--- config.mk ---
export PLATFORM = sky130hd
export DESIGN_NAME = bc_dly
export DESIGN_NICKNAME = d
export VERILOG_FILES = /design/src/design/assert_macros.svh /design/src/design/bc_dly.sv
export SDC_FILE = /design/constraint.sdc
export NUM_CORES = 1
export LEC_CHECK = 0
export BUFFER_PORTS_ARGS = -buffer_cell sky130_fd_sc_hd__buf_2
export CORE_MARGIN = 1.5
export CORE_UTILIZATION = 35
export DETAILED_ROUTE_END_ITERATION = 12
export PLACE_DENSITY_LB_ADDON = 0.15
export SETUP_SLACK_MARGIN = 0.3
export SKIP_LAST_GASP = 1
export SLEW_MARGIN = 20
export SYNTH_ARGS = -nofsm -noshare
export SYNTH_HDL_FRONTEND = slang
export SYNTH_SLANG_ARGS = --single-unit
--- constraint.sdc ---
create_clock -name clk_i -period 0.8 [get_ports clk_i]
set_input_delay 0.16 -clock clk_i [delete_from_list [all_inputs] [get_ports clk_i]]
set_output_delay 0.16 -clock clk_i [all_outputs]
set_load 0.05 [all_outputs]
--- src/design/assert_macros.svh ---
// assert_macros.svh: concurrent assertion helpers for the compensation block
// clocked on clk_i and switched off while rst_ni is low; no other dependencies
`ifndef ASSERT_MACROS_SVH
`define ASSERT_MACROS_SVH
// property must hold at every clock edge outside reset
`define ASSERT_ALWAYS(lbl, prop, msg) \
  lbl: assert property (@(posedge clk_i) disable iff (!rst_ni) prop) else $error(msg);
// condition must never be seen outside reset
`define ASSERT_NEVER(lbl, cond, msg) \
  `ASSERT_ALWAYS(lbl, !(cond), msg)
`endif

--- src/design/bc_dly.sv ---
// bc_dly: stallable delay line that keeps live values level with the multiply stages
// no dependencies
module bc_dly #(
  parameter int W     = 64,
  parameter int DEPTH = 6
) (
  input  logic         clk_i,
  input  logic         en_i,
  input  logic [W-1:0] d_i,
  output logic [W-1:0] q_o
);

  logic [W-1:0] sr_q [DEPTH];

  always_ff @(posedge clk_i) begin
    if (en_i) begin
      sr_q[0] <= d_i;
      for (int i = 1; i < DEPTH; i++) begin
        sr_q[i] <= sr_q[i-1];
      end
    end
  end

  assign q_o = sr_q[DEPTH-1];

endmodule

### Word-level counts from Yosys, hierarchy flattened

Memories as Yosys holds them, arrays and structs flattened.
Index checks and enable logic that the tools add are counted.

| operators by class | value |
|---|---|
| mux-type cells | 2 |

Operators with widths:

| kind | number |
|---|---|
| $mux W1 | 2 |

| storage, ports and cells | value |
|---|---|
| bits in registers | 0 |
| memory bits (writable) | 384 |
| input port bits | 66 |
| memories kept | 1 |

Memories:

| memory | depth | bits a word | read ports | clocked after memory_dff | wr ports | RTL line | source |
|---|---|---|---|---|---|---|---|
| sr_q | 6 | 64 | 6 | 0 | 6 | bc_dly.sv:13 | `logic [W-1:0] sr_q [DEPTH];` |

### Depth between registers and ports, before layout

Gate-level depths: netlist (run 1).

| logic depth | value |
|---|---|
| word-level depth | 2 |
| depth in mapped cells | 0 |
| depth with buffers taken out | 0 |

### Least setup slack after synthesis (run 1)

No wires, ideal clock.

| timing path | value |
|---|---|
| path type | register -> output |
| start | memory sr_q[5][0] |
| end | output port q_o[0] |
| arrival | 0.601 ns |
| required time | 0.640 ns |
| setup slack | 0.039 ns |
| stages on the path, launching flop included | 1 |
| path through | edfxtp_1 |

RTL lines:

| what | RTL line | source |
|---|---|---|
| from (decl) | bc_dly.sv:13 |  |
| to (decl) | bc_dly.sv:10 | `output logic [W-1:0] q_o` |

==> metrics, run 1 <==
Multi-In Gates=0; Worst Setup SP=sr_q[5][23]; IO Count=130; Max transition margin=85.0%; count leader, synth=edfxtp_1; Min-Delay Path Class=in -> reg; Routed Wire Length=15600 µm; setup tns final=-26.90 ns; Crit-path slowest cell=edfxtp_1; fill cell count=2735; Synth top cells by count=384 x edfxtp_1; Worst R2R Start=sr_q[4][14]; total of max-cap violations=0; Post-CTS Setup Bufs=0; largest net degree at the start of global routing=24; post-synthesis average cell area=30.0 µm²; global-route wire length before repair=23400 µm; mux share of post-synthesis cell area=0%; H-tree levels=2; worst skew pair latency=0.51 ns; final max-slew violation count=0; WP buf/inv=1; Most flops, register=sr_q; Top delay family on crit path=flip-flops; std cell rows=66; Hold WS=-0.179 ns; average vias per placed instance=4.00; DRT Pass-1 Iters=4; RSZ-0062 raised after global routing=true; Worst Tran Pin Value=0.224 ns; area occupied by multi-input gates=0 µm²; fin crit share=157%; post-synthesis sequential area ratio=100%; top flop regs=sr_q (384); TritonCTS Buffers=41; DR top layer=met5; core box area=32500 µm²; Synth Area in Adders=0%; initial antenna violation count=4; share of the synthesized area in the top cell type=100%; WP data arrival=1.09 ns; Worst Skew=0.00639 ns; vias in the first global route=4392; Detail Route met3 WL=1030 µm; library cells used by synthesis=1; DRC errors left=0; post-DP HPWL=9280 µm; antenna-violating nets left=0; Fin. Hold Viols=64; Die Width=185 µm; CP endpoint kind=output pin; top post-synthesis cells by area=edfxtp_1 100%; min Tclk post-route=1.25 ns; Post-Syn Nets=450; CTS root buf=clkbuf_16; met2 routed WL=7350 µm; Post-Synth Simple-Gate Area=0%; clock sink count=384; clock slew at reported path FFs=0.06 ns; Syn Inst Count=384; Leakage=5.27 nW; initial core utilization=35.5%; nets@finish=663; Seq cells post-synth=384; Startpoint Class=register; GRT Util Overall=9.14%; Die H=185 µm; Max clock buf depth=3; wire per inst=14.6 µm; fraction of layout cells with a size suffix above 1=36.3%; CP Cell Sequence=buf_6; TritonCTS clock tree=yes; Hold Startpoint=d_i[54]; Yosys top cell by area=edfxtp_1; ys async rst share=0%; max reg flops=384; Max rail drop VDD=1.95 mV; worst setup margin=-0.454 ns; # port buffers=129; routability cong.=0.624; Die ar.=34000 µm²; Worst Path Max Fanout=1; M1 wire length=6730 µm; compound-gate portion of the synthesized area=0%; fmax=797 MHz; synth warn=0; Post-Synth XOR/XNOR Area=0%; worst stage delay on the critical path=0.41 ns; 1st-iter DRT viols=228; Storage cell area=11500 µm²; top_reg_cell synth=edfxtp_1; Area Overhead vs Synth=28.9%; count of final setup violators=64; status=finished with violations; violated checks=negative hold slack, negative setup slack; via count=4283; grt ovf=0; Worst EP required=0.64 ns; worst setup path class=reg -> out; pwr dens=2910 nW/µm²; mapped cell area=11500 µm²; Post-synth EDFFs=384
cell type report:
| class | count | share of cell area [%] |
|---|---|---|
| repair buffers | 170 | 10.2 |
| flip-flops and latches | 384 | 77.5 |
| clock inverters | 19 | 1.01 |
| clock buffers | 53 | 7.49 |
| well taps | 442 | 3.72 |
| diodes | 3 | 0.0505 |
per-layer routing:
metal	vias up	GRT usage (%)
met1	2108	11.3
met5	-	0
met4	2	4.03
met3	41	3.28
li1	2013	-
met2	119	14.5
power breakdown:
part / internal (mW) / switching (mW) / total, mW / leakage [nW]
Combinational: 0.644 / 1.15 / 1.79 / 0.899
Sequential: 23.6 / 0.353 / 24.0 / 3.76
Clock: 10.5 / 7.06 / 17.5 / 0.614
Total: 34.7 / 8.56 / 43.3 / 5.27
cell usage in the layout (no fill, tap or decap), drive strengths merged:
master	synthesis	final
buf	0	170
bufinv	0	2
clkbuf	0	53
clkinv	0	13
clkinvlp	0	3
diode	0	3
edfxtp	384	384
inv	0	1
path summary, 6_finish.rpt:
| check | endpoint | slack, ns | cells past startpoint |
|---|---|---|---|
| setup reg to reg | sr_q[5][14] | 0.10 | 0 |
| hold / removal | sr_q[0][54] | -0.18 | 1 |
| setup / recovery | q_o[23] | -0.45 | 1 |
| hold reg to reg | sr_q[1][2] | 0.41 | 0 |
timing repair:
action                                  4_1_cts  5_1_grt
endpoints found under the setup margin      384      384
hold endpoints to repair                     64       64
resized for setup                           128        0
through the flow:
| step | setup WS (ns) | utilization (%) | cell area, µm² | cells | power, mW |
|---|---|---|---|---|---|
| after floorplan | 0.0394 | - | 11500 | 384 | 24.9 |
| after global placement | -0.201 | 40.7 | 13200 | 996 | 25.9 |
| after detailed placement | -0.214 | 40.7 | 13200 | 996 | 26.0 |
| after CTS | -0.495 | 45.8 | 14900 | 1068 | 44.0 |
| after global routing | -0.513 | 45.8 | 14900 | 1069 | 44.9 |
| final | -0.454 | 45.8 | 14900 | 1071 | 43.3 |
cells by family (layout without fill, tap and decap cells):
group | Yosys count | count (layout)
buffers and inverters | 0 | 242
other | 0 | 3
flip-flops | 384 | 384
Note: power is estimated with default switching activity, not from simulation.
==> run 2, diff against run 1 <==
- clock period: 0.8 -> 1.2 ns (I/O delays scaled with it)
==> run 2 against run 1 <==
  * The run ends with negative setup slack left
  * Final cell count increased by 4.4%
  * Clock-buffer cell count fell by 5
  * Utilization is 1.6 points higher
  * Die area unchanged
  * Flip-flop and latch count did not move
  * Sequential share of layout area down 2.7 points
  * Clock skew up 0.0032 ns
  * Critical endpoint is now q_o[11]
  * Largest power group unchanged
==> metrics, run 2 (synthesis gave the netlist of run 1 again) <==
status=finished with violations; violated checks=negative setup slack; DRC errors left=0; worst setup margin=-0.180 ns; RSZ-0062 raised after global routing=true; Top delay family on crit path=flip-flops; H-tree levels=2; WP buf/inv=1; Most flops, register=sr_q; worst skew pair latency=0.51 ns; Routed Wire Length=15700 µm; Worst Tran Pin Value=0.287 ns; vias in the first global route=4673; commonest cells after routing, fill and taps aside=384 x edfxtp_1, 64 x dlygate4sd3_1, 64 x buf_2, 64 x buf_6, 43 x clkbuf_16; fin area=15400 µm²; initial antenna violation count=0; Crit-path slowest cell=edfxtp_1; area occupied by multi-input gates=0 µm²; Worst Skew=0.00960 ns; area post-placement=13100 µm²; commonest non-fill, non-tap cell in the layout=edfxtp_1; WP data arrival=1.14 ns; max reg flops=384; grt ovf=0; count of final setup violators=64; worst stage delay on the critical path=0.44 ns; fmax=725 MHz; # port buffers=129; average vias per placed instance=4.01; clock slew at reported path FFs=0.06 ns; Post-CTS Setup Bufs=0; fin crit share=115%; std cell rows=66; global-route wire length before repair=24000 µm; Die H=185 µm; Min-Delay Path Class=in -> reg; 1st-iter DRT viols=215; Leakage=5.48 nW; largest net degree at the start of global routing=56; Worst EP required=0.96 ns; IO Count=130; # diodes=0; clock sink count=384; routability cong.=0.600; via count=4479; CP Cell Sequence=buf_6; CP endpoint kind=output pin; wire per inst=14.0 µm; Die Width=185 µm; initial core utilization=35.5%; TritonCTS clock tree=yes; CTS root buf=clkbuf_16; Max clock buf depth=3; min Tclk post-route=1.38 ns; fill cell count=2651; Max rail drop VDD=0.912 mV; Worst Path Max Fanout=1; Multi-In Gates=0; top flop regs=sr_q (384); post-DP HPWL=8920 µm; GRT Util Overall=9.28%; fraction of layout cells with a size suffix above 1=31.4%; Area Overhead vs Synth=33.5%; TritonCTS Buffers=41; DRT Pass-1 Iters=4; Fin. Hold Viols=0; pre-CTS WS=0.0796 ns; Startpoint Class=register; antenna-violating nets left=0; worst setup path class=reg -> out; Die ar.=34000 µm²; nets@finish=714; total of max-cap violations=0; final max-slew violation count=0; core box area=32500 µm²; Max transition margin=80.8%; pwr dens=1890 nW/µm²
==> run 2: final timing paths <==
kind               startpoint           to  slack [ns]  cells past startpoint
setup / recovery  sr_q[5][11]      q_o[11]       -0.18                      1
hold / removal           en_i   sr_q[1][2]        0.12                      2
setup reg to reg   sr_q[0][1]   sr_q[1][1]        0.54                      0
hold reg to reg   sr_q[4][10]  sr_q[5][10]        0.41                      0
==> run 2: stage by stage <==
step	TNS (ns)	hold WS [ns]	utilization [%]	power, mW	cells
2_1_floorplan	0	0.339	-	16.6	384
3_3_place_gp	0	0.400	40.3	17.2	983
3_5_place_dp	0	0.405	40.3	17.3	983
4_1_cts	-9.14	0.0991	47.4	29.6	1118
5_1_grt	-10.22	0.111	47.4	30.3	1118
6_report	-6.91	0.124	47.4	29.2	1118
==> run 2: layout make-up <==
class / instances / area (µm²) / share of cell area [%]
well taps: 442 / 553 / 3.59
repair buffers: 221 / 2030 / 13.2
flip-flops and latches: 384 / 11500 / 74.9
clock buffers: 48 / 1090 / 7.11
clock inverters: 23 / 185 / 1.20
==> run 2: what timing repair did <==
item,in CTS,in global routing
resized for setup,128,0
gates cloned,0,0
pin swaps,0,0
setup endpoints to repair,64,64
hold buffers,64,0
hold endpoints to repair,64,0
==> run 2: power by group <==
part           switching, mW  internal, mW  total (mW)
combinational          0.782         0.529        1.31
sequential             0.235          15.8        16.0
clock                   4.73          7.12        11.9
==> run 2: layer usage <==
metal / track usage [%] / up-vias / wire [µm]
li1: - / 2116 / -
met1: 11.6 / 2209 / 6840
met2: 14.7 / 113 / 7500
met3: 2.77 / 41 / 815
met4: 4.75 / 0 / 542
met5: 0 / - / 0
