## src/design/assert_macros.svh

```systemverilog
// assert_macros.svh: concurrent assertion helpers for the compensation block
// clocked on clk_i and switched off while rst_ni is low; no other dependencies
`ifndef ASSERT_MACROS_SVH
`define ASSERT_MACROS_SVH
// property must hold at every clock edge outside reset
`define ASSERT_ALWAYS(lbl, prop, msg) \
  lbl: assert property (@(posedge clk_i) disable iff (!rst_ni) prop) else $error(msg);
// condition must never be seen outside reset
`define ASSERT_NEVER(lbl, cond, msg) \
  `ASSERT_ALWAYS(lbl, !(cond), msg)
`endif

```

## src/design/bc_pkg.sv

```systemverilog
// bc_pkg: shared types, constants and helpers of the barometer compensation block
// no dependencies; used by every module of the block except bc_dly
package bc_pkg;

  localparam int FRACTION_BITS_DEF = 24;
  localparam int RAW_W             = 24;
  localparam int CFG_IDX_W         = 3;
  localparam int CFG_DATA_W        = 64;
  localparam int MAC_LAT           = 6;
  localparam int OUT_LAT           = 4;
  localparam int DIV_EXTRA         = 2;

  localparam logic [RAW_W-1:0] SCALE_RESET = 24'd524288;

  typedef logic signed [63:0] fix_t;

  localparam fix_t FIX_LIM = 64'sh3FFF_FFFF_FFFF_FFFF;

  typedef struct packed {
    logic ov;
    fix_t val;
  } sat_t;

  typedef enum logic [CFG_IDX_W-1:0] {
    REG_CAL_TEMP    = 3'd0,
    REG_CAL_PRESS_A = 3'd1,
    REG_CAL_PRESS_B = 3'd2,
    REG_TEMP_SCALE  = 3'd3,
    REG_PRESS_SCALE = 3'd4
  } cfg_reg_e;

  typedef struct packed {
    logic [RAW_W-1:0] raw_pressure;
    logic [RAW_W-1:0] raw_temperature;
  } in_t;

  typedef struct packed {
    logic signed [31:0] pressure_out;
    logic signed [31:0] temperature_out;
    logic               overflow;
  } out_t;

  // saturate to the symmetric fixed-point range
  function automatic sat_t clamp_fix(fix_t v);
    sat_t r;
    r.ov  = 1'b0;
    r.val = v;
    if (v > FIX_LIM) begin
      r.ov  = 1'b1;
      r.val = FIX_LIM;
    end else if (v < -FIX_LIM) begin
      r.ov  = 1'b1;
      r.val = -FIX_LIM;
    end
    return r;
  endfunction

endpackage

```

## src/design/bc_out.sv

```systemverilog
// bc_out: final pressure sum, rounding to output fraction bits and 32-bit saturation
// depends on bc_pkg; four register stages, the last one is the output register
module bc_out #(
  parameter int FRACTION_BITS = bc_pkg::FRACTION_BITS_DEF
) (
  input  logic         clk_i,
  input  logic         en_i,
  input  bc_pkg::fix_t p_i,
  input  bc_pkg::fix_t x_i,
  input  bc_pkg::fix_t t_i,
  input  logic         ov_i,
  output bc_pkg::out_t data_o
);

  localparam int SHIFT_P = FRACTION_BITS - 6;
  localparam int SHIFT_T = FRACTION_BITS - 16;
  localparam logic [62:0] HALF_P = (63'(1) << SHIFT_P) >> 1;
  localparam logic [62:0] HALF_T = (63'(1) << SHIFT_T) >> 1;

  function automatic logic [32:0] to_i32(logic neg, logic [62:0] u);
    logic [32:0] r;
    if (!neg && u > 63'h7FFF_FFFF) begin
      r = {1'b1, 32'h7FFF_FFFF};
    end else if (neg && u > 63'h8000_0000) begin
      r = {1'b1, 32'h8000_0000};
    end else begin
      r = {1'b0, neg ? (~u[31:0] + 32'd1) : u[31:0]};
    end
    return r;
  endfunction

  bc_pkg::sat_t sat;
  bc_pkg::fix_t abs_p, abs_t;
  logic [32:0]  cp, ct;

  bc_pkg::fix_t p1_q, t1_q;
  logic         ov1_q, ov2_q, ov3_q;
  logic         np2_q, nt2_q, np3_q, nt3_q;
  logic [61:0]  mp2_q, mt2_q;
  logic [62:0]  up3_q, ut3_q;
  bc_pkg::out_t data_q;

  assign sat   = bc_pkg::clamp_fix(p_i + x_i);
  assign abs_p = p1_q[63] ? -p1_q : p1_q;
  assign abs_t = t1_q[63] ? -t1_q : t1_q;
  assign cp    = to_i32(np3_q, up3_q);
  assign ct    = to_i32(nt3_q, ut3_q);

  always_ff @(posedge clk_i) begin
    if (en_i) begin
      p1_q  <= sat.val;
      t1_q  <= t_i;
      ov1_q <= ov_i | sat.ov;

      np2_q <= p1_q[63];
      nt2_q <= t1_q[63];
      mp2_q <= abs_p[61:0];
      mt2_q <= abs_t[61:0];
      ov2_q <= ov1_q;

      np3_q <= np2_q;
      nt3_q <= nt2_q;
      up3_q <= (63'(mp2_q) + HALF_P) >> SHIFT_P;
      ut3_q <= (63'(mt2_q) + HALF_T) >> SHIFT_T;
      ov3_q <= ov2_q;

      data_q.pressure_out    <= cp[31:0];
      data_q.temperature_out <= ct[31:0];
      data_q.overflow        <= ov3_q | cp[32] | ct[32];
    end
  end

  assign data_o = data_q;

endmodule

```

## config.mk

```make
export PLATFORM = sky130hd
export DESIGN_NAME = bc_out
export DESIGN_NICKNAME = d
export VERILOG_FILES = /design/src/design/assert_macros.svh /design/src/design/bc_pkg.sv /design/src/design/bc_out.sv
export SDC_FILE = /design/constraint.sdc
export NUM_CORES = 1
export LEC_CHECK = 0
export BUFFER_PORTS_ARGS = -buffer_cell sky130_fd_sc_hd__buf_4
export CORE_ASPECT_RATIO = 2
export CORE_MARGIN = 3
export CORE_UTILIZATION = 53
export CTS_CLUSTER_SIZE = 16
export DETAILED_ROUTE_END_ITERATION = 12
export HOLD_SLACK_MARGIN = 0.02
export PLACE_DENSITY = 0.74
export SYNTH_ARGS = -nofsm -noshare
export SYNTH_HDL_FRONTEND = slang
export SYNTH_SLANG_ARGS = --single-unit
```

## constraint.sdc

```tcl
create_clock -name clk_i -period 8.6 [get_ports clk_i]
set_clock_uncertainty 0.1 [all_clocks]
set_input_delay 1.29 -clock clk_i [delete_from_list [all_inputs] [get_ports clk_i]]
set_output_delay 1.29 -clock clk_i [all_outputs]
set_load 0.05 [all_outputs]
```

[Word level (Yosys, flattened, before mapping)]
Index checks and enable logic that the tools add are counted.
Widths: inputs -> output; s select.
Word-level totals
  register bits: 424
  latch bits: 0
  bits in writable memories: 0
  ROM bits: 0
  memories kept: 0
Cells by class
  add/subtract/negate cells: 7
  multiply operators: 0
  divide/modulo/power cells: 0
  magnitude comparators: 6
  eq/ne operators: 0
  shift operators: 0
  mux-type cells: 10
  bitwise gates (word level): 5
  reduce and logical (&&, ||, !) cells: 7
Operators with widths (count)
  $mux 33: 4
  $mux 65: 2
  $mux 62: 2
  $neg 62->62: 2
  $add 32x1->32 const B: 2
  $add 64x64->64: 1
  $gt 64x63->1 const B: 1
  $lt 64x63->1 const B: 1
  $mux 32: 2
  $not 32->32: 2
  $add 62x18->63 const B: 1
  $add 62x8->63 const B: 1
  $gt 55x31->1 const B: 1
  $gt 55x32->1 const B: 1
  $gt 45x31->1 const B: 1
  $gt 45x32->1 const B: 1
  $logic_and 1x1->1: 4
  $or 1x1->1: 3
  $logic_not 1->1: 2
  $reduce_or 2->1: 1

[Depth between registers and ports, before layout]
  depth in word-level cells: 7
  mapped depth: 19

[Least setup slack after synthesis]
Ideal clock, no wire load.
  path type: input to register
  start: input p_i[0]
  end: register p1_q[0] (data pin)
  setup time: 0.270 ns
  arrival: 5.306 ns
  required time: 8.230 ns
  path slack: 2.924 ns
  stages: 18
  buffers on the path: 1
  cell sequence: ha_1 -> inv_1 -> fa_1 -> nand2b_1 -> a211oi_1 -> o21ai_0 -> o41ai_1 -> a41oi_1 -> o21a_1 -> o21ai_0 -> xnor2_1 -> nor4bb_1 -> nand4_1 -> o21ai_0 -> ha_1 -> inv_1 -> clkbuf_1 -> nand3b_1
Between the ends
  cells in the longest elaborated chain, start to end: 3
RTL lines
  from (decl): line bc_out.sv:8  | input bc_pkg::fix_t p_i,
  $add 64x64->64 (*): line bc_out.sv:43  | assign sat = bc_pkg::clamp_fix(p_i + x_i);
  $gt 64x63->1 / $lt 64x63->1 (equally long branches): line bc_pkg.sv:48, bc_pkg.sv:51
  $reduce_or 2->1 (no source line)
  to (signal assigned): line bc_out.sv:51  | p1_q <= sat.val;
  to (decl): line bc_out.sv:36  | bc_pkg::fix_t p1_q, t1_q;
Mark *: on every way between the ends. The rest lies on a longest branch, timed or not.
A chain may end at the register's enable or synchronous reset.

[Worst setup path in the final report]
  start: input p_i[0]
  end: register ov1_q (data pin)
Between the ends
  cells in the longest elaborated chain, start to end: 5
RTL lines
  $add 64x64->64 (*): line bc_out.sv:43
  $lt 64x63->1: line bc_pkg.sv:51  | end else if (v < -FIX_LIM) begin
  $mux 65: line bc_pkg.sv:51
  $mux 65 (*): line bc_pkg.sv:48  | if (v > FIX_LIM) begin
  $or 1x1->1 (*): line bc_out.sv:53  | ov1_q <= ov_i | sat.ov;
  to (signal assigned): line bc_out.sv:53
  to (decl): line bc_out.sv:37  | logic ov1_q, ov2_q, ov3_q;
Marks and branches as above.

==> reports/metrics.yaml <==
num_rows: 105
fin_crit_ns: 6.42
fin_nets: 2500
dieArea_sq_um: 44500
power.share.clock_pct: 25.2
grt-ovfl-total: 0
cts.sinks: 398
cts_tree: "done"
fillers: 3326
worst_pin_slew_ns: 1.14
power_density_nw_per_um2: 208
fin_crit_sh_pct: 74.6
ys_types: 61
gp_congestion: 0.940
cts.repair.resized: 0
ios: 260
post_cts_buffers: 0
start_kind: "input port"
rrSetupSlack_ns: 3.55
ys.flop_type: "edfxtp_1"
grt_pass1_vias: 16600
min_path_type: "register to register"
grt_pass1_wl_mm: 81.3
path_class: "input port to register"
syn_to_final_growth_pct: 14.9
crit_chain: "buf_4 -> ha_1 -> inv_1 -> fa_1 -> nand2b_1 -> a211oi_1 -> o21ai_0 -> o41ai_1 -> buf_4 -> a41oi_1 -> o21a_1 -> xor2_1 -> nand4_1 -> nor4_1 -> nand4_1 -> o21ai_0 -> ha_1 -> buf_4 -> inv_1 -> nand3_1"
ir_drop_uv: 142
clock_latency_ns: 0.56
slew-limit-headroom_pct: 23.6
cp_slowest_cell: "inv_1"
grt_max_degree: 178
firstDrtPassIters: 5
ys_ff_latch: 398
portBuffers: 258
first_iter_violations: 910
core-area_sq_um: 41300
wire_per_inst_um: 18.6
hold_viol_final: 0
drive_above_1_share_pct: 15.0
outcome: "complete, no violations"
htreeDepth: 1
vias: 16500
arrival_ns: 6.59
worstPathRequired_ns: 8.77
cts_root_buffer: "clkbuf_16"
synth_edf_count: 398
max_freq_mhz: 156
clockBufferDepth: 3
avgSynthCellArea_sq_um: 11.0
tns_ns: 0
drt-total-wl_mm: 52.0
ant_nets: 0
path_buf_inv: 5
power.total_mw: 5.30
chipHeight_um: 295
yosysWarnings: 0
finalSetupViolCount: 0
dp_cells: 2736
antenna_found_initial: 0
netlist_area_sq_um: 22200
p_int_mw: 3.75
vias_per_cell: 5.93
seq_area_frac_synth_pct: 53.9
synthCells: 2020
end_kind: "register"
hold_ws_ns: 0.321
switching_share_pct: 29.2
start_util_pct: 53.8
route.detailed.drc: 0
seqPwrFrac_pct: 52.6
drv_slew: 0
cp_common_cell: "buf_4"
cp_top_family: "compound AO/OA/AOI/OAI gates"
slowest_delay_ns: 0.55
cp_max_fo: 44
stdcell_count: 2788
dp_hpwl_mm: 41.1
grt_usage_pct: 22.9
leakage_nw: 9.13
cap_violations: 0
p_switching_mw: 1.55
synth_nets: 2286
dieWidth_um: 151
cts_hold_buf: 0
clkSlewWorstSetupHoldPaths_ns: 0.07
cts_buffers: 31
rsz0062_at_grt: "no"
async_reset_ff_share_pct: 0
comb_power_share_pct: 22.2
diodes: 0
per-layer routing:
layer	GRT usage [%]	up-vias	share of wire [%]
li1	-	8003	-
met1	20.6	7904	32
met2	47.5	471	59
met3	1.92	145	3.8
met4	12.8	0	5.9
met5	0	-	0
flip-flops by register name (all words and copies together), names as in the netlist:
signal	count
data_o	65
p1_q	63
t1_q	63
mt2_q	55
ut3_q	55
mp2_q	45
up3_q	45
np2_q	1
np3_q	1
nt2_q	1
nt3_q	1
ov1_q	1
ov2_q	1
ov3_q	1
through the flow:
step	setup slack [ns]	util, %	area (sq um)
after floorplan	2.92	-	22200
after global placement	1.75	59.6	24600
after detailed placement	1.75	59.6	24600
after CTS	2.33	61.8	25500
after global routing	1.80	61.8	25500
final	2.18	61.8	25500
cell usage after synthesis, drive strengths merged, types with 20 or more instances:
library cell  count  area, sq um
or3              21          136
ha               70          876
o21ai           219         1100
nand4            66          413
xnor2           210         1840
o31ai            45          338
and3             20          125
nor2             91          342
xor2            103          902
edfxtp          398        12000
a21o             27          203
nor3             35          175
o41ai            21          184
a21oi            83          415
or4              24          199
nand3            66          330
clkbuf           84          315
inv              29          109
nor4             40          250
nand2           215          807
power groups by stage:
stage	Clock (mW)	Combinational, mW	Sequential (mW)
floorplan	0	0.728	2.85
global placement	0	1.15	2.81
detailed placement	0	1.17	2.83
CTS	1.36	1.18	2.79
global route	1.44	1.30	2.82
finish	1.33	1.18	2.79
path summary, 6_finish.rpt:
kind / from / to / depth (start not counted)
worst max-delay path: p_i[0] / ov1_q / 20
worst min-delay path: ov2_q / ov3_q / 0
worst max register to register: t1_q[7] / mt2_q[61] / 11
worst min register to register: ov2_q / ov3_q / 0
cell families (layout without fill, tap and decap cells):
kind of cell	count (synthesis)	in the layout	share of synthesized area, %
fa+ha+maj	71	71	4.04
compound gates	477	477	13.0
flops	398	398	53.9
buf+inv	115	348	1.95
mux	4	4	0.180
simple gates	642	642	14.7
xor+xnor	313	313	12.4
cell usage in the layout (no fill, tap or decap), drive strengths merged, types with 45 or more instances in the layout:
master    n
edfxtp  398
buf     267
o21ai   219
nand2   215
xnor2   210
xor2    103
nor2     91
a21oi    83
ha       70
nand3    66
nand4    66
o31ai    45
cell type report:
cell class	instances	area, sq um	area share [%]
clock inverter	16	131	0.515
inverter	29	109	0.427
timing repair buffer	267	2040	7.99
multi-input combinational	1507	9810	38.5
tap	535	669	2.62
sequential	398	12000	46.9
clock buffer	36	795	3.12
No activity file was read; power rests on OpenSTA's default activity.
